File: src/hbsb_pkg.sv
// shared types and constants for the histogram binning engine
// used by the top module, front end, queue and back end; depends on nothing

package hbsb_pkg;

  // default sizes, handed down from the top level parameters
  localparam int unsigned MaxBinsDef   = 256;
  localparam int unsigned CountBitsDef = 32;

  // entries in the queue between front and back end
  localparam int unsigned QueueDepth = 2;

  // field widths of the stream payload
  localparam int unsigned IdxW   = 8;
  localparam int unsigned ValW   = 32;
  localparam int unsigned OutCntW = 32;
  localparam int unsigned CfgW   = 9;
  localparam logic [CfgW-1:0] CfgReset = 9'd256;

  typedef enum logic [1:0] {
    OP_LOAD  = 2'd0,
    OP_BIN   = 2'd1,
    OP_READ  = 2'd2,
    OP_CLEAR = 2'd3
  } hbsb_op_e;

  // decoded command passed from front to back
  typedef struct packed {
    hbsb_op_e          op;
    logic [IdxW-1:0]   idx;
    logic              idx_ok;
    logic [ValW-1:0]   value;
  } hbsb_cmd_t;

endpackage

File: src/hbsb_front.sv
// front end: input item register and command decode
// depends on hbsb_pkg

module hbsb_front
  import hbsb_pkg::*;
#(
  parameter int unsigned MAX_BINS = MaxBinsDef
) (
  input  logic                   clk_i,
  input  logic                   rst_ni,
  input  logic                   s_axis_tvalid,
  output logic                   s_axis_tready,
  input  logic [39:0]            s_axis_tdata,  // bin_index [7:0], sample_value [39:8]
  input  logic [1:0]             s_axis_tuser,  // mode [1:0]
  output logic                   cmd_vld_o,
  input  logic                   cmd_rdy_i,
  output hbsb_cmd_t              cmd_o
);

  logic      vld_q;
  hbsb_cmd_t cmd_q;
  hbsb_cmd_t cmd_d;

  assign s_axis_tready = !vld_q || cmd_rdy_i;
  assign cmd_vld_o     = vld_q;
  assign cmd_o         = cmd_q;

  always_comb begin
    cmd_d.op     = hbsb_op_e'(s_axis_tuser);
    cmd_d.idx    = s_axis_tdata[IdxW-1:0];
    cmd_d.idx_ok = (32'(s_axis_tdata[IdxW-1:0]) < MAX_BINS);
    cmd_d.value  = s_axis_tdata[IdxW+ValW-1:IdxW];
  end

  always_ff @(posedge clk_i or negedge rst_ni) begin
    if (!rst_ni) begin
      vld_q <= 1'b0;
    end else if (s_axis_tready) begin
      vld_q <= s_axis_tvalid;
    end
  end

  always_ff @(posedge clk_i) begin
    if (s_axis_tvalid && s_axis_tready) begin
      cmd_q <= cmd_d;
    end
  end

endmodule

File: config.mk
export PLATFORM = sky130hd
export DESIGN_NAME = hbsb_front
export DESIGN_NICKNAME = d
export VERILOG_FILES = /design/src/hbsb_pkg.sv /design/src/hbsb_front.sv
export SDC_FILE = /design/constraint.sdc
export NUM_CORES = 1
export LEC_CHECK = 0
export BUFFER_PORTS_ARGS = -buffer_cell sky130_fd_sc_hd__buf_2
export CAP_MARGIN = 30
export CORE_MARGIN = 3
export CORE_UTILIZATION = 40
export DETAILED_ROUTE_END_ITERATION = 6
export PLACE_DENSITY = 0.82
export SLEW_MARGIN = 20
export SYNTH_ARGS = -nofsm -noshare
export SYNTH_HDL_FRONTEND = slang
export SYNTH_SLANG_ARGS = --single-unit
export TNS_END_PERCENT = 10
File: constraint.sdc
create_clock -name clk_i -period 1.7 [get_ports clk_i]
set_input_delay 0.255 -clock clk_i [delete_from_list [all_inputs] [get_ports clk_i]]
set_output_delay 0.255 -clock clk_i [all_outputs]
set_load 0.05 [all_outputs]
==> flow_summary.toml <==
[outcome]
status = "finished, final reports clean"

[logic_synthesis]
synth_area_leaders = "edfxtp_1 95%, dfrtp_1 1.9%, nand2b_4 1.0%"
ys_ff_latch = 43
synth_ff_type = "edfxtp_1"
synthArstFlopShare_pct = 2.33
yosysMostFrequentCell = "edfxtp_1"
synth_fp_nets = 94
seq_area_frac_synth_pct = 97.0
yosysTopAreaCell = "edfxtp_1"
synth_top_area_share_pct = 95.1
synth_edf_count = 42
synthDistinctLibCells = 7
avgSynthCellArea_um2 = 27.6
postSynthCellCount = 48
syn_area_um2 = 1330
yosys_warnings = 0

[detailed_routing]
ant_nets = 0
drt_iter0_markers = 27
wl_um = 2550
drc_errors = 0
wire_per_inst_um = 13.5
firstDrtPassIters = 4
vias_per_cell = 4.30
vias = 812

[global_routing]
grt_max_degree = 43
grt_use_total_pct = 13.5
grt_pass1_wl_um = 4000
grt_antenna_before_repair = 0
grt_pass1_vias = 886
grt_overflow = 0

[floorplanning]
core_area_um2 = 3100
die_x_um = 63.6
start_util_pct = 42.7
die-area_um2 = 4040
rows = 20
die_h_um = 63.6
pin_count = 91

[flow_run]
maxCapViolCount = 0

[finish]
insertedDiodeCount = 0
area_growth_pct = 45.6
nNetsFinal = 190
fillers = 262
stdcell_count = 189
drive_above_1_share_pct = 67.6

[sta]
setup_viol = 0
tightest_slew_ps = 518
final-max-slew-violation-count = 0
rsz0062_at_grt = "false"
finalCritPeriodShare_pct = 80.4
whs_ps = 77.7
fmax_mhz = 731
finClkSkew_ps = 11.1
max_slew_margin_pct = 65.5
fin_crit_ps = 1370
timing.setup.tns_ps = 0
hold_viol = 0

[power]
power_switching_mw = 0.582
combPwrFrac_pct = 14.6
seqPwrFrac_pct = 53.0
clock_power_share_pct = 32.5
total_power_mw = 2.35
p_sw_share_pct = 24.7
cellLeakagePower_nw = 0.836
p_int_mw = 1.77
pwr_density_cell_nw_per_um2 = 1220
ir_drop_v = 0.000832

[worst_setup_path]
worst_ep_arrival_time_ps = 1110
cp_max_fo = 3
critical_path_class = "register to primary output"
critical_path.reg2reg.startpoint = "cmd_vld_o$_DFFE_PN0P_"
cp.required_ps = 1440
crit_path_end_kind = "primary output"
worstReg2RegEnd = "cmd_o[14]$_DFFE_PP_"
reg2reg_slack_ps = 330
cp-start-kind = "register"
crit_path_start = "cmd_vld_o$_DFFE_PN0P_"
crit_end = "s_axis_tready"
reg2reg_depth = 2

[placed_design]
io_buffers = 89
place_congestion = 0.750
dp_cells = 180

[worst_hold_path]
min_path_type = "primary input to register"

[clock_network]
clkTransAtPathRegs_ps = 120
clkLatencyLatePin_ps = 340
tritoncts = "built"
cts_buffers = 5
htree_levels = 2
cts_root_buffer = "clkbuf_4"
cts.sinks = 43
clockBufferDepth = 2
## through the flow
stage	worst slack (ps)	utilization, %	instance area (µm²)
after global placement	402	58.6	1820
after floorplan	69.7	-	1330
final	333	62.2	1930
after global routing	238	62.2	1930
after detailed placement	357	58.6	1820
after CTS	301	62.2	1930
## area by class of cell
cell class / instances / area [µm²] / share of cell area (%)
multi-input combinational: 4 / 32.5 / 1.69
timing repair buffer: 90 / 455 / 23.6
tap: 44 / 55.1 / 2.85
clock inverter: 2 / 60.1 / 3.11
clock buffer: 6 / 41.3 / 2.14
sequential: 43 / 1290 / 66.6
## worst max-delay path: stages (launching register included)
cell,delay (ps)
dfrtp_1,430
nand2b_4,80
buf_2,260
## worst min-delay path by stage
stage          depth (start not counted)              from               endpoint
5_1_grt                                1  s_axis_tdata[31]    cmd_o[23]$_DFFE_PP_
3_5_place_dp                           1            rst_ni  cmd_vld_o$_DFFE_PN0P_
4_1_cts                                1  s_axis_tdata[28]    cmd_o[20]$_DFFE_PP_
3_3_place_gp                           1            rst_ni  cmd_vld_o$_DFFE_PN0P_
6_report                               1  s_axis_tdata[28]    cmd_o[20]$_DFFE_PP_
2_1_floorplan                          0            rst_ni  cmd_vld_o$_DFFE_PN0P_
## power groups by stage
stage                     Sequential, mW  Clock [mW]  Combinational [mW]
final                               1.25       0.763               0.343
after global routing                1.25       0.819               0.359
after CTS                           1.25       0.785               0.346
after detailed placement            1.27           0               0.344
after global placement              1.27           0               0.338
after floorplan                     1.47           0              0.0372
## layer usage
layer / track usage (%) / share of wire, % / vias up
li1: - / - / 376
met1: 13.5 / 34 / 369
met2: 24.4 / 54 / 58
met3: 3.92 / 9.2 / 9
met4: 8.09 / 2.8 / 0
met5: 0 / 0 / -
## flip-flops by register name, summed over array words and instances, names as in the netlist
register / cells
cmd_o: 42
cmd_vld_o: 1
## cell usage in the layout (no fill, tap or decap)
master	n
conb_1	1
nand2b_4	1
bufinv_16	2
clkbuf_4	5
nand2b_1	1
dfrtp_1	1
edfxtp_1	42
clkbuf_1	1
buf_2	89
and2_4	1
dlygate4sd3_1	1
## what timing repair did
action | in CTS | in global routing
gates resized for setup | 0 | 0
setup endpoints to repair | 0 | 0
setup buffers | 0 | 0
hold buffers | 1 | 0
hold endpoints to repair | 1 | 0
## kinds of logic (layout without fill, tap and decap cells)
logic type,count (synthesis),count (layout),share of synthesized area (%)
flip-flops,43,43,97.0
buffers and inverters,1,98,0.566
AND/OR/NAND/NOR,3,3,2.17
other,1,1,0.283
No activity file was read; power rests on OpenSTA's default activity.
