File: config.mk
export PLATFORM = sky130hd
export DESIGN_NAME = hbsb_queue
export DESIGN_NICKNAME = d
export VERILOG_FILES = /design/src/hbsb_pkg.sv /design/src/hbsb_queue.sv
export SDC_FILE = /design/constraint.sdc
export NUM_CORES = 1
export LEC_CHECK = 0
export BUFFER_PORTS_ARGS = -buffer_cell sky130_fd_sc_hd__buf_4
export CAP_MARGIN = 25
export CELL_PAD_IN_SITES_DETAIL_PLACEMENT = 1
export CELL_PAD_IN_SITES_GLOBAL_PLACEMENT = 2
export CORE_MARGIN = 2
export CORE_UTILIZATION = 31
export CTS_BUF_LIST = sky130_fd_sc_hd__clkbuf_16
export DETAILED_ROUTE_END_ITERATION = 7
export GPL_TIMING_DRIVEN = 1
export PLACE_DENSITY_LB_ADDON = 0.1
export RECOVER_POWER = 50
export SLEW_MARGIN = 20
export SYNTH_ARGS = -nofsm -noshare
export SYNTH_HDL_FRONTEND = slang
export SYNTH_SLANG_ARGS = --single-unit
File: constraint.sdc
create_clock -name clk_i -period 6.5 [get_ports clk_i]
set_clock_uncertainty 0.2 [all_clocks]
set_input_delay 0.65 -clock clk_i [delete_from_list [all_inputs] [get_ports clk_i]]
set_output_delay 0.65 -clock clk_i [all_outputs]
set_load 0.03 [all_outputs]
File: src/hbsb_pkg.sv
// shared types and constants for the histogram binning engine
// used by the top module, front end, queue and back end; depends on nothing

package hbsb_pkg;

  // default sizes, handed down from the top level parameters
  localparam int unsigned MaxBinsDef   = 256;
  localparam int unsigned CountBitsDef = 32;

  // entries in the queue between front and back end
  localparam int unsigned QueueDepth = 2;

  // field widths of the stream payload
  localparam int unsigned IdxW   = 8;
  localparam int unsigned ValW   = 32;
  localparam int unsigned OutCntW = 32;
  localparam int unsigned CfgW   = 9;
  localparam logic [CfgW-1:0] CfgReset = 9'd256;

  typedef enum logic [1:0] {
    OP_LOAD  = 2'd0,
    OP_BIN   = 2'd1,
    OP_READ  = 2'd2,
    OP_CLEAR = 2'd3
  } hbsb_op_e;

  // decoded command passed from front to back
  typedef struct packed {
    hbsb_op_e          op;
    logic [IdxW-1:0]   idx;
    logic              idx_ok;
    logic [ValW-1:0]   value;
  } hbsb_cmd_t;

endpackage

File: src/hbsb_queue.sv
// small command queue between front and back end
// depends on hbsb_pkg

module hbsb_queue
  import hbsb_pkg::*;
(
  input  logic      clk_i,
  input  logic      rst_ni,
  input  logic      push_vld_i,
  output logic      push_rdy_o,
  input  hbsb_cmd_t push_cmd_i,
  output logic      pop_vld_o,
  input  logic      pop_rdy_i,
  output hbsb_cmd_t pop_cmd_o
);

  localparam int unsigned PtrW = (QueueDepth > 1) ? $clog2(QueueDepth) : 1;
  localparam int unsigned CntW = $clog2(QueueDepth + 1);

  hbsb_cmd_t       slot_q [QueueDepth];
  logic [PtrW-1:0] wr_q, rd_q;
  logic [CntW-1:0] cnt_q;
  logic            push, pop;

  assign push_rdy_o = (cnt_q != CntW'(QueueDepth));
  assign pop_vld_o  = (cnt_q != '0);
  assign pop_cmd_o  = slot_q[rd_q];
  assign push       = push_vld_i && push_rdy_o;
  assign pop        = pop_vld_o && pop_rdy_i;

  always_ff @(posedge clk_i or negedge rst_ni) begin
    if (!rst_ni) begin
      wr_q  <= '0;
      rd_q  <= '0;
      cnt_q <= '0;
    end else begin
      if (push) begin
        wr_q <= (wr_q == PtrW'(QueueDepth - 1)) ? '0 : wr_q + 1'b1;
      end
      if (pop) begin
        rd_q <= (rd_q == PtrW'(QueueDepth - 1)) ? '0 : rd_q + 1'b1;
      end
      if (push && !pop) begin
        cnt_q <= cnt_q + 1'b1;
      end else if (pop && !push) begin
        cnt_q <= cnt_q - 1'b1;
      end
    end
  end

  always_ff @(posedge clk_i) begin
    if (push) begin
      slot_q[wr_q] <= push_cmd_i;
    end
  end

endmodule

==> out/qor.txt, run 1 <==
FLOORPLANNING
-------------------------------------------------------------------------------------------
Initial Utilization                                                                  31.99%
Die height                                                                     110.2 microns
Core area                                                                      0.01094 sq mm
Number of placed I/O pins                                                                92
Core Rows                                                                                38
Die X                                                                          110.2 microns
Die Outline Area                                                               0.01215 sq mm

LOGIC SYNTHESIS
-------------------------------------------------------------------------------------------
Avg Inst Size Synth                                                             23.02 sq um
Biggest area consumer among synthesized cells                                      edfxtp_1
Yosys warning count                                                                       0
Share of the yosys chip area belonging to registers                                  76.68%
Cells after Synth                                                                       152
Cell types with the largest area share after synthesis                         edfxtp_1 74%, mux2_4 17%, dfrtp_1 2.9%, buf_12 2.3%, mux2_2 1.3%
Netlist cell types                                                                       15
Net count after synthesis                                                               200
Share of Yosys cell area claimed by the top area cell type                           73.82%
Synthesized flop and latch total                                                         90
Post-synthesis cell area                                                       0.003498 sq mm

STA
-------------------------------------------------------------------------------------------
Worst relative slew slack                                                            24.46%
Worst Max-Slew Pin Slew                                                            1.133 ns
Final Hold Fails                                                                          0
Maximum operating frequency                                                       323.6 MHz
Period utilisation layout                                                            47.55%
Final-report setup violation count                                                        0
Number of pins with negative max-slew slack in the final report                           0
Final-layout setup total negative slack                                                0 ns
Minimum clock period after layout                                                  3.091 ns
RSZ-0062 raised after global routing                                                     no
Hold_ws                                                                           0.3035 ns

ROUTE
-------------------------------------------------------------------------------------------
Routed wire length                                                                 5.961 mm
Number of routed nets with antenna violations                                             0
Via Count                                                                             1,693
Number of design-rule violations left by the first detailed-router iteration             43
Routed WL per cell                                                             14.98 microns
Via density per instance                                                              4.254
Detailed-router iteration count before antenna repair                                     4
Number of remaining DRC errors                                                            0

SETUP PATH
-------------------------------------------------------------------------------------------
Max Fanout on Critical Path                                                              23
CP Data Arrival Time                                                                2.24 ns
Setup Crit Path Kind                                                             reg -> out
Nature of the critical path startpoint                                             register
Startpoint of the most critical register-to-register path                          cnt_q[0]
Critical Path RT                                                                    5.65 ns
Count of cells along the worst register-to-register path                                  3
Setup crit end kind                                                             output port
Worst setup startpoint                                                                 rd_q

GLOBAL ROUTE
-------------------------------------------------------------------------------------------
Number of global-route vias before repair                                             1,848
Wire length of the first global-routing pass                                       9.197 mm
GRT Residual Overflow                                                                     0
Largest net degree at the start of global routing                                        25
Total routing usage reported by global routing                                       10.60%
Antenna violations before repair                                                          0

PWR
-------------------------------------------------------------------------------------------
Switching power share of the total                                                   34.05%
Internal power consumption                                                          1449 uW
Clock network power share                                                             20.3%
Cell area power density                                                        484.4 mW/mm^2
Net switching power                                                                748.3 uW
Total leakage power                                                             0.001772 uW
Gate power share                                                                      40.0%
Peak VDD IR                                                                        218.9 uV
Share of total power in sequential cells                                              39.7%

FINISH
-------------------------------------------------------------------------------------------
Fraction of final layout cells sized beyond drive strength 1                         54.26%
Most frequent standard cell in the layout excluding fill and tap cells             edfxtp_1
Area of all placed cells without fillers                                       0.004537 sq mm
Sequential cell area in the final layout                                       0.002684 sq mm
Post-route insts no fill                                                                398
Final-layout fill cell count                                                          1,086
Multi-input gate area in the final layout                                       728.2 sq um
Number of antenna cells inserted                                                          0
Layout-stage area growth over the synthesis result                                   29.69%
Leading cell types in the layout, fill and taps excluded                       86 x edfxtp_1, 49 x buf_4, 39 x mux2_4
Post-layout nets                                                                        301

PLACE
-------------------------------------------------------------------------------------------
Global placement routability congestion                                              0.6694
Placed Instance Area                                                           0.004310 sq mm
Placed instance count                                                                   381
Number of input and output port buffers inserted                                         91
HPWL after detailed placement                                                      4.096 mm

CLOCK TREE
-------------------------------------------------------------------------------------------
Gates resized, CTS repair                                                                 0
Sink Count                                                                               90
Worst skew pair latency                                                             0.32 ns
Root Driver                                                                       clkbuf_16
Number of buffers added by the clock tree synthesis step                                  9
CTS tree                                                                               done
Clock Pin Slew Worst Setup and Hold Paths                                           0.06 ns
Max H-tree Level                                                                          3
Clock tree buffer depth                                                                   2

HOLD PATH
-------------------------------------------------------------------------------------------
Hold path start                                                                    cnt_q[1]
Hold Path Class                                                                  reg -> reg
WHS Path Cells                                                                            1

FLOW RUN
-------------------------------------------------------------------------------------------
Max-cap viol count                                                                        0

OUTCOME
-------------------------------------------------------------------------------------------
Run status                                                                     complete, no violations

-- worst paths after layout --
| check | end | slack [ns] |
|---|---|---|
| worst max-delay path | pop_cmd_o[22] | 3.41 |
| worst min-delay path | cnt_q[1] | 0.30 |
| worst max register to register | slot_q[1][1] | 4.21 |
| worst min register to register | cnt_q[1] | 0.30 |
| max in group asynchronous | rd_q | 5.39 |
| min in group asynchronous | cnt_q[0] | 0.49 |
-- state kept, by name (all words and copies together) (netlist names) --
| register | count |
|---|---|
| slot_q | 86 |
| cnt_q | 2 |
| rd_q | 1 |
| wr_q | 1 |
-- layer usage --
metal  GRT usage [%]  vias up  wire length, microns
met1           12.23      848                  2407
met3           4.115        4                   397
li1                -      790                     -
met5               0        -                     0
met4           4.018        0                    56
met2           17.84       51                  3099
-- power by group through the flow --
| stage | combinational, uW | clock (uW) | sequential (uW) |
|---|---|---|---|
| detailed placement | 904 | 0 | 888 |
| global route | 937 | 487 | 891 |
| floorplan | 698 | 0 | 840 |
| CTS | 906 | 468 | 876 |
| global placement | 892 | 0 | 884 |
| finish | 880 | 446 | 871 |
-- Yosys cell counts --
cell,number
edfxtp_1,86
dfrtp_1,4
nor2_1,2
ha_1,1
or2_1,1
buf_12,4
buf_6,1
nand2_1,2
and3_1,1
mux2_4,39
nand2b_1,1
mux2_2,4
xnor2_1,3
inv_1,1
xor2_1,2
-- repair_timing --
item,in CTS,in global routing
hold buffers,1,0
endpoints found under the hold margin,4,0
setup buffers,0,0
-- layout make-up --
type | instances | share of cell area [%]
sequential | 90 | 59.16
inverter | 1 | 0.08274
timing repair buffer | 95 | 15.06
tap | 140 | 3.861
multi-input combinational | 56 | 16.05
clock buffer | 9 | 4.964
clock inverter | 7 | 0.8274
-- critical path, stage by stage (launching register included) --
cell     delay (ns)
dfrtp_2        0.85
buf_4          0.50
mux2_2         0.39
buf_4          0.17
-- kinds of logic (layout without fill, tap and decap cells) --
| kind of cell | after synthesis | after routing | share of synthesized area (%) |
|---|---|---|---|
| xor+xnor | 5 | 5 | 1.252 |
| fa+ha+maj | 1 | 1 | 0.3576 |
| buf+inv | 6 | 112 | 2.718 |
| flops | 90 | 90 | 76.68 |
| mux | 43 | 43 | 18.03 |
| simple gates | 7 | 7 | 0.9662 |
-- metrics by stage --
| step | total power [uW] | setup WS (ns) | utilization [%] |
|---|---|---|---|
| final | 2198 | 3.409 | 41.49 |
| after global routing | 2315 | 3.257 | 41.49 |
| after CTS | 2250 | 3.314 | 41.91 |
| after detailed placement | 1792 | 3.679 | 39.42 |
| after global placement | 1776 | 3.694 | 39.23 |
| after floorplan | 1538 | 3.157 | - |
Note: power is estimated with default switching activity, not from simulation.
==> run 2: changes to the inputs <==
--- a/config.mk
+++ b/config.mk
@@ -5,6 +5,7 @@
 export SDC_FILE = /design/constraint.sdc
 export NUM_CORES = 1
 export LEC_CHECK = 0
+export ABC_AREA = 1
 export BUFFER_PORTS_ARGS = -buffer_cell sky130_fd_sc_hd__buf_4
 export CAP_MARGIN = 25
 export CELL_PAD_IN_SITES_DETAIL_PLACEMENT = 1
==> constraint.sdc (replaced) <==
create_clock -name clk_i -period 2.8 [get_ports clk_i]
set_clock_uncertainty 0.2 [all_clocks]
set_input_delay 0.28 -clock clk_i [delete_from_list [all_inputs] [get_ports clk_i]]
set_output_delay 0.28 -clock clk_i [all_outputs]
set_load 0.03 [all_outputs]
==> run 2 against run 1 <==
  * Hold slack lost 0.29 ns
  * Synthesized cell count grew 66%
  * Register-to-register slack lost 3.8 ns
  * Worst setup slack lost 3.0 ns
  * Non-clock buffer count grew 43
  * Die area shrank 2.1%
  * Combinational power grew 150%
  * Via count grew 35%
  * Cell count grew 35%
  * Count of clock-buffer cells in the layout is the same
  * First-iteration DRC count grew 77%
  * Synthesized area shrank 2.1%
  * Highest routed layer unchanged
==> out/qor.txt, run 2 <==
ROUTE
-------------------------------------------------------------------------------------------
Routed wire length                                                                 7.368 mm   was 5.961 mm
Number of design-rule violations left by the first detailed-router iteration             76   was 43
Via density per instance                                                              4.247   was 4.254
Number of remaining DRC errors                                                            0   unchanged
Routed WL per cell                                                             13.70 microns   was 14.98 microns
Number of routed nets with antenna violations                                             0   unchanged
Via Count                                                                             2,285   was 1,693
Detailed-router iteration count before antenna repair                                     4   unchanged

LOGIC SYNTHESIS
-------------------------------------------------------------------------------------------
Net count after synthesis                                                               301   was 200
Share of the yosys chip area belonging to registers                                  78.36%   was 76.68%
Post-synthesis async set-or-reset flop share                                         4.444%   unchanged
Yosys warning count                                                                       0   unchanged
Number of synthesized flops with an enable pin                                           86   unchanged
Netlist cell types                                                                       16   was 15
Cell types with the largest area share after synthesis                         edfxtp_1 75%, nand2_1 14%, dfrtp_1 2.9%, nand2_2 2.4%, buf_6 1.6%   was edfxtp_1 74%, mux2_4 17%, dfrtp_1 2.9%, buf_12 2.3%, mux2_2 1.3%
Synthesized flop and latch total                                                         90   unchanged
Avg Inst Size Synth                                                             13.53 sq um   was 23.02 sq um
Biggest area consumer among synthesized cells                                      edfxtp_1   unchanged
Most common library cells after synthesis                                      126 x nand2_1, 86 x edfxtp_1, 13 x nand2_2, 5 x buf_6, 5 x inv_1   was 86 x edfxtp_1, 39 x mux2_4, 4 x buf_12, 4 x dfrtp_1, 4 x mux2_2
Most common flop cell mapped by yosys                                              edfxtp_1   unchanged
Share of Yosys cell area claimed by the top area cell type                           75.44%   was 73.82%
Cells after Synth                                                                       253   was 152
Most used standard cell by instance count after synthesis                           nand2_1   was edfxtp_1
Post-synthesis cell area                                                       0.003423 sq mm   was 0.003498 sq mm

CLOCK TREE
-------------------------------------------------------------------------------------------
CTS tree                                                                               done   unchanged
Sink Count                                                                               90   unchanged
Root Driver                                                                       clkbuf_16   unchanged
Number of buffers added by the clock tree synthesis step                                  9   unchanged
Worst skew pair latency                                                             0.33 ns   was 0.32 ns
Clock Pin Slew Worst Setup and Hold Paths                                           0.06 ns   about the same
Clock tree buffer depth                                                                   2   unchanged
Max H-tree Level                                                                          3   unchanged

STA
-------------------------------------------------------------------------------------------
Minimum clock period after layout                                                  2.375 ns
Maximum operating frequency                                                       421.1 MHz
Worst relative slew slack                                                            19.77%   was 24.46%
Worst Max-Slew Pin Slew                                                            1.203 ns   was 1.133 ns
Final-layout setup total negative slack                                                0 ns   unchanged
Number of pins with negative max-slew slack in the final report                           0   unchanged
Final Hold Fails                                                                          0   unchanged
Final-report setup violation count                                                        0   unchanged
Period utilisation layout                                                            84.81%
RSZ-0062 raised after global routing                                                     no   unchanged

SETUP PATH
-------------------------------------------------------------------------------------------
Max Fanout on Critical Path                                                              43   was 23
Setup crit end kind                                                                register   was output port
Critical Path RT                                                                    2.54 ns   was 5.65 ns
Setup Crit Path Kind                                                             reg -> reg   was reg -> out
Worst setup startpoint                                                             cnt_q[0]   was rd_q
Nature of the critical path startpoint                                             register   unchanged
CP Data Arrival Time                                                                2.12 ns   was 2.24 ns
Count of cells along the worst register-to-register path                                  5   was 3
Startpoint of the most critical register-to-register path                          cnt_q[0]   unchanged

PLACE
-------------------------------------------------------------------------------------------
Number of input and output port buffers inserted                                         91   unchanged
HPWL after detailed placement                                                      4.618 mm   was 4.096 mm
Global placement routability congestion                                              0.6581   was 0.6694
Placed Instance Area                                                           0.004222 sq mm   was 0.004310 sq mm
Placed instance count                                                                   478   was 381

FINISH
-------------------------------------------------------------------------------------------
Number of antenna cells inserted                                                          0   unchanged
Post-route insts no fill                                                                538   was 398
Layout-stage area growth over the synthesis result                                   43.35%   was 29.69%
Final Util                                                                           45.47%   was 41.49%
Regs by FF count                                                               slot_q x86, cnt_q x2   unchanged
Largest reg by FF count                                                              slot_q   unchanged
Leading cell types in the layout, fill and taps excluded                       129 x nand2_1, 86 x edfxtp_1, 48 x buf_4   was 86 x edfxtp_1, 49 x buf_4, 39 x mux2_4
Max reg flops                                                                            86   unchanged
Fraction of final layout cells sized beyond drive strength 1                         26.63%   was 54.26%
Most frequent standard cell in the layout excluding fill and tap cells              nand2_1   was edfxtp_1
Area of all placed cells without fillers                                       0.004907 sq mm   was 0.004537 sq mm
Post-layout nets                                                                        441   was 301

GLOBAL ROUTE
-------------------------------------------------------------------------------------------
Wire length of the first global-routing pass                                       11.87 mm   was 9.197 mm
GRT Residual Overflow                                                                     0   unchanged
Largest net degree at the start of global routing                                        45   was 25
Antenna violations before repair                                                          0   unchanged
Number of global-route vias before repair                                             2,393   was 1,848
Total routing usage reported by global routing                                       13.54%   was 10.60%

PWR
-------------------------------------------------------------------------------------------
Total leakage power                                                             0.002041 uW   was 0.001772 uW
Peak VDD IR                                                                        408.2 uV   was 218.9 uV
Share of total power in sequential cells                                              36.7%   was 39.7%
Overall power consumption                                                           5454 uW   was 2198 uW
Switching power share of the total                                                   38.82%   was 34.05%
Cell area power density                                                        1111 mW/mm^2   was 484.4 mW/mm^2
Internal power consumption                                                          3337 uW   was 1449 uW
Clock network power share                                                             23.3%   was 20.3%
Gate power share                                                                      40.0%   about the same
Net switching power                                                                 2117 uW   was 748.3 uW

FLOORPLANNING
-------------------------------------------------------------------------------------------
Core Rows                                                                                38   unchanged
Initial Utilization                                                                  31.72%   was 31.99%
Die Outline Area                                                               0.01190 sq mm   was 0.01215 sq mm
Die X                                                                          109.1 microns   was 110.2 microns
Number of placed I/O pins                                                                92   unchanged
Core area                                                                      0.01079 sq mm   was 0.01094 sq mm
Die height                                                                     109.1 microns   was 110.2 microns

OUTCOME
-------------------------------------------------------------------------------------------
Run status                                                                     complete, no violations   unchanged

HOLD PATH
-------------------------------------------------------------------------------------------
WHS Path Cells                                                                            3   was 1
Hold path start                                                                   pop_rdy_i   was cnt_q[1]
Hold Path Class                                                                   in -> reg   was reg -> reg

FLOW RUN
-------------------------------------------------------------------------------------------
Max-cap viol count                                                                        0   unchanged

## run 2: cell types whose count changed after synthesis, sizes merged
cell / delta
nand3: +2
buf: +4
and3: -1
nand2: +137
inv: +6
xor2: -1
or2: -1
nand2b: -1
mux2: -43
xnor2: -2
nand4: +1
## run 2: kinds of logic after synthesis
kind of cell | Yosys count | synth area share, %
AND/OR/NAND/NOR | 144 | 16.89
XOR/XNOR | 2 | 0.5118
flip-flops | 90 | 78.36
adder cells (fa/ha/maj) | 1 | 0.3654
buffers and inverters | 16 | 3.874
## run 2: worst max-delay path, cell delays in order (launching register included)
cell	delay (ns)
dfrtp_1	0.38
inv_1	0.09
nand2_1	0.09
nand2_1	0.19
nor2_4	0.12
clkbuf_2	0.90
## run 2: layout make-up
cell class | instances | area, sq um
Clock buffer | 9 | 225.2
Multi-Input combinational cell | 147 | 615.6
Tap cell | 140 | 175.2
Timing Repair Buffer | 138 | 1081
Fill cell | 1146 | 5886
Inverter | 7 | 33.78
Sequential cell | 90 | 2684
Clock inverter | 7 | 92.59
## run 2: through the flow
stage          worst slack (ns)  hold slack, ns
2_1_floorplan           -0.3578         -0.2156
3_3_place_gp             0.8739         -0.1173
3_5_place_dp             0.8647         -0.1174
4_1_cts                  0.4999        0.008742
5_1_grt                  0.1990         0.02488
6_report                 0.4254         0.01170
## run 2: power groups by stage
stage	clock, uW	combinational [uW]	sequential, uW
5_1_grt	1350	2390	2050
3_5_place_dp	0	2210	2030
2_1_floorplan	0	1510	1960
3_3_place_gp	0	2200	2020
4_1_cts	1300	2270	2000
6_report	1270	2180	2000
## run 2: final timing paths
path	to	slack, ns
worst max-delay path	slot_q[1][38]	0.43
worst min-delay path	rd_q	0.01
worst max register to register	slot_q[1][38]	0.43
worst min register to register	cnt_q[1]	0.31
max in group asynchronous	rd_q	2.08
min in group asynchronous	wr_q	0.11
## run 2: repair_timing
action	4_1_cts	5_1_grt
resized for setup	0	0
buffers inserted	0	0
endpoints found under the hold margin	90	0
hold buffers	44	0
## run 2: per-layer routing
metal | up-vias | wire [microns] | global-route usage (%)
met5 | - | 0 | 0
met4 | 0 | 99 | 5.769
met3 | 8 | 330 | 2.152
met2 | 62 | 3567 | 22.72
met1 | 1091 | 3371 | 17.36
li1 | 1124 | - | -
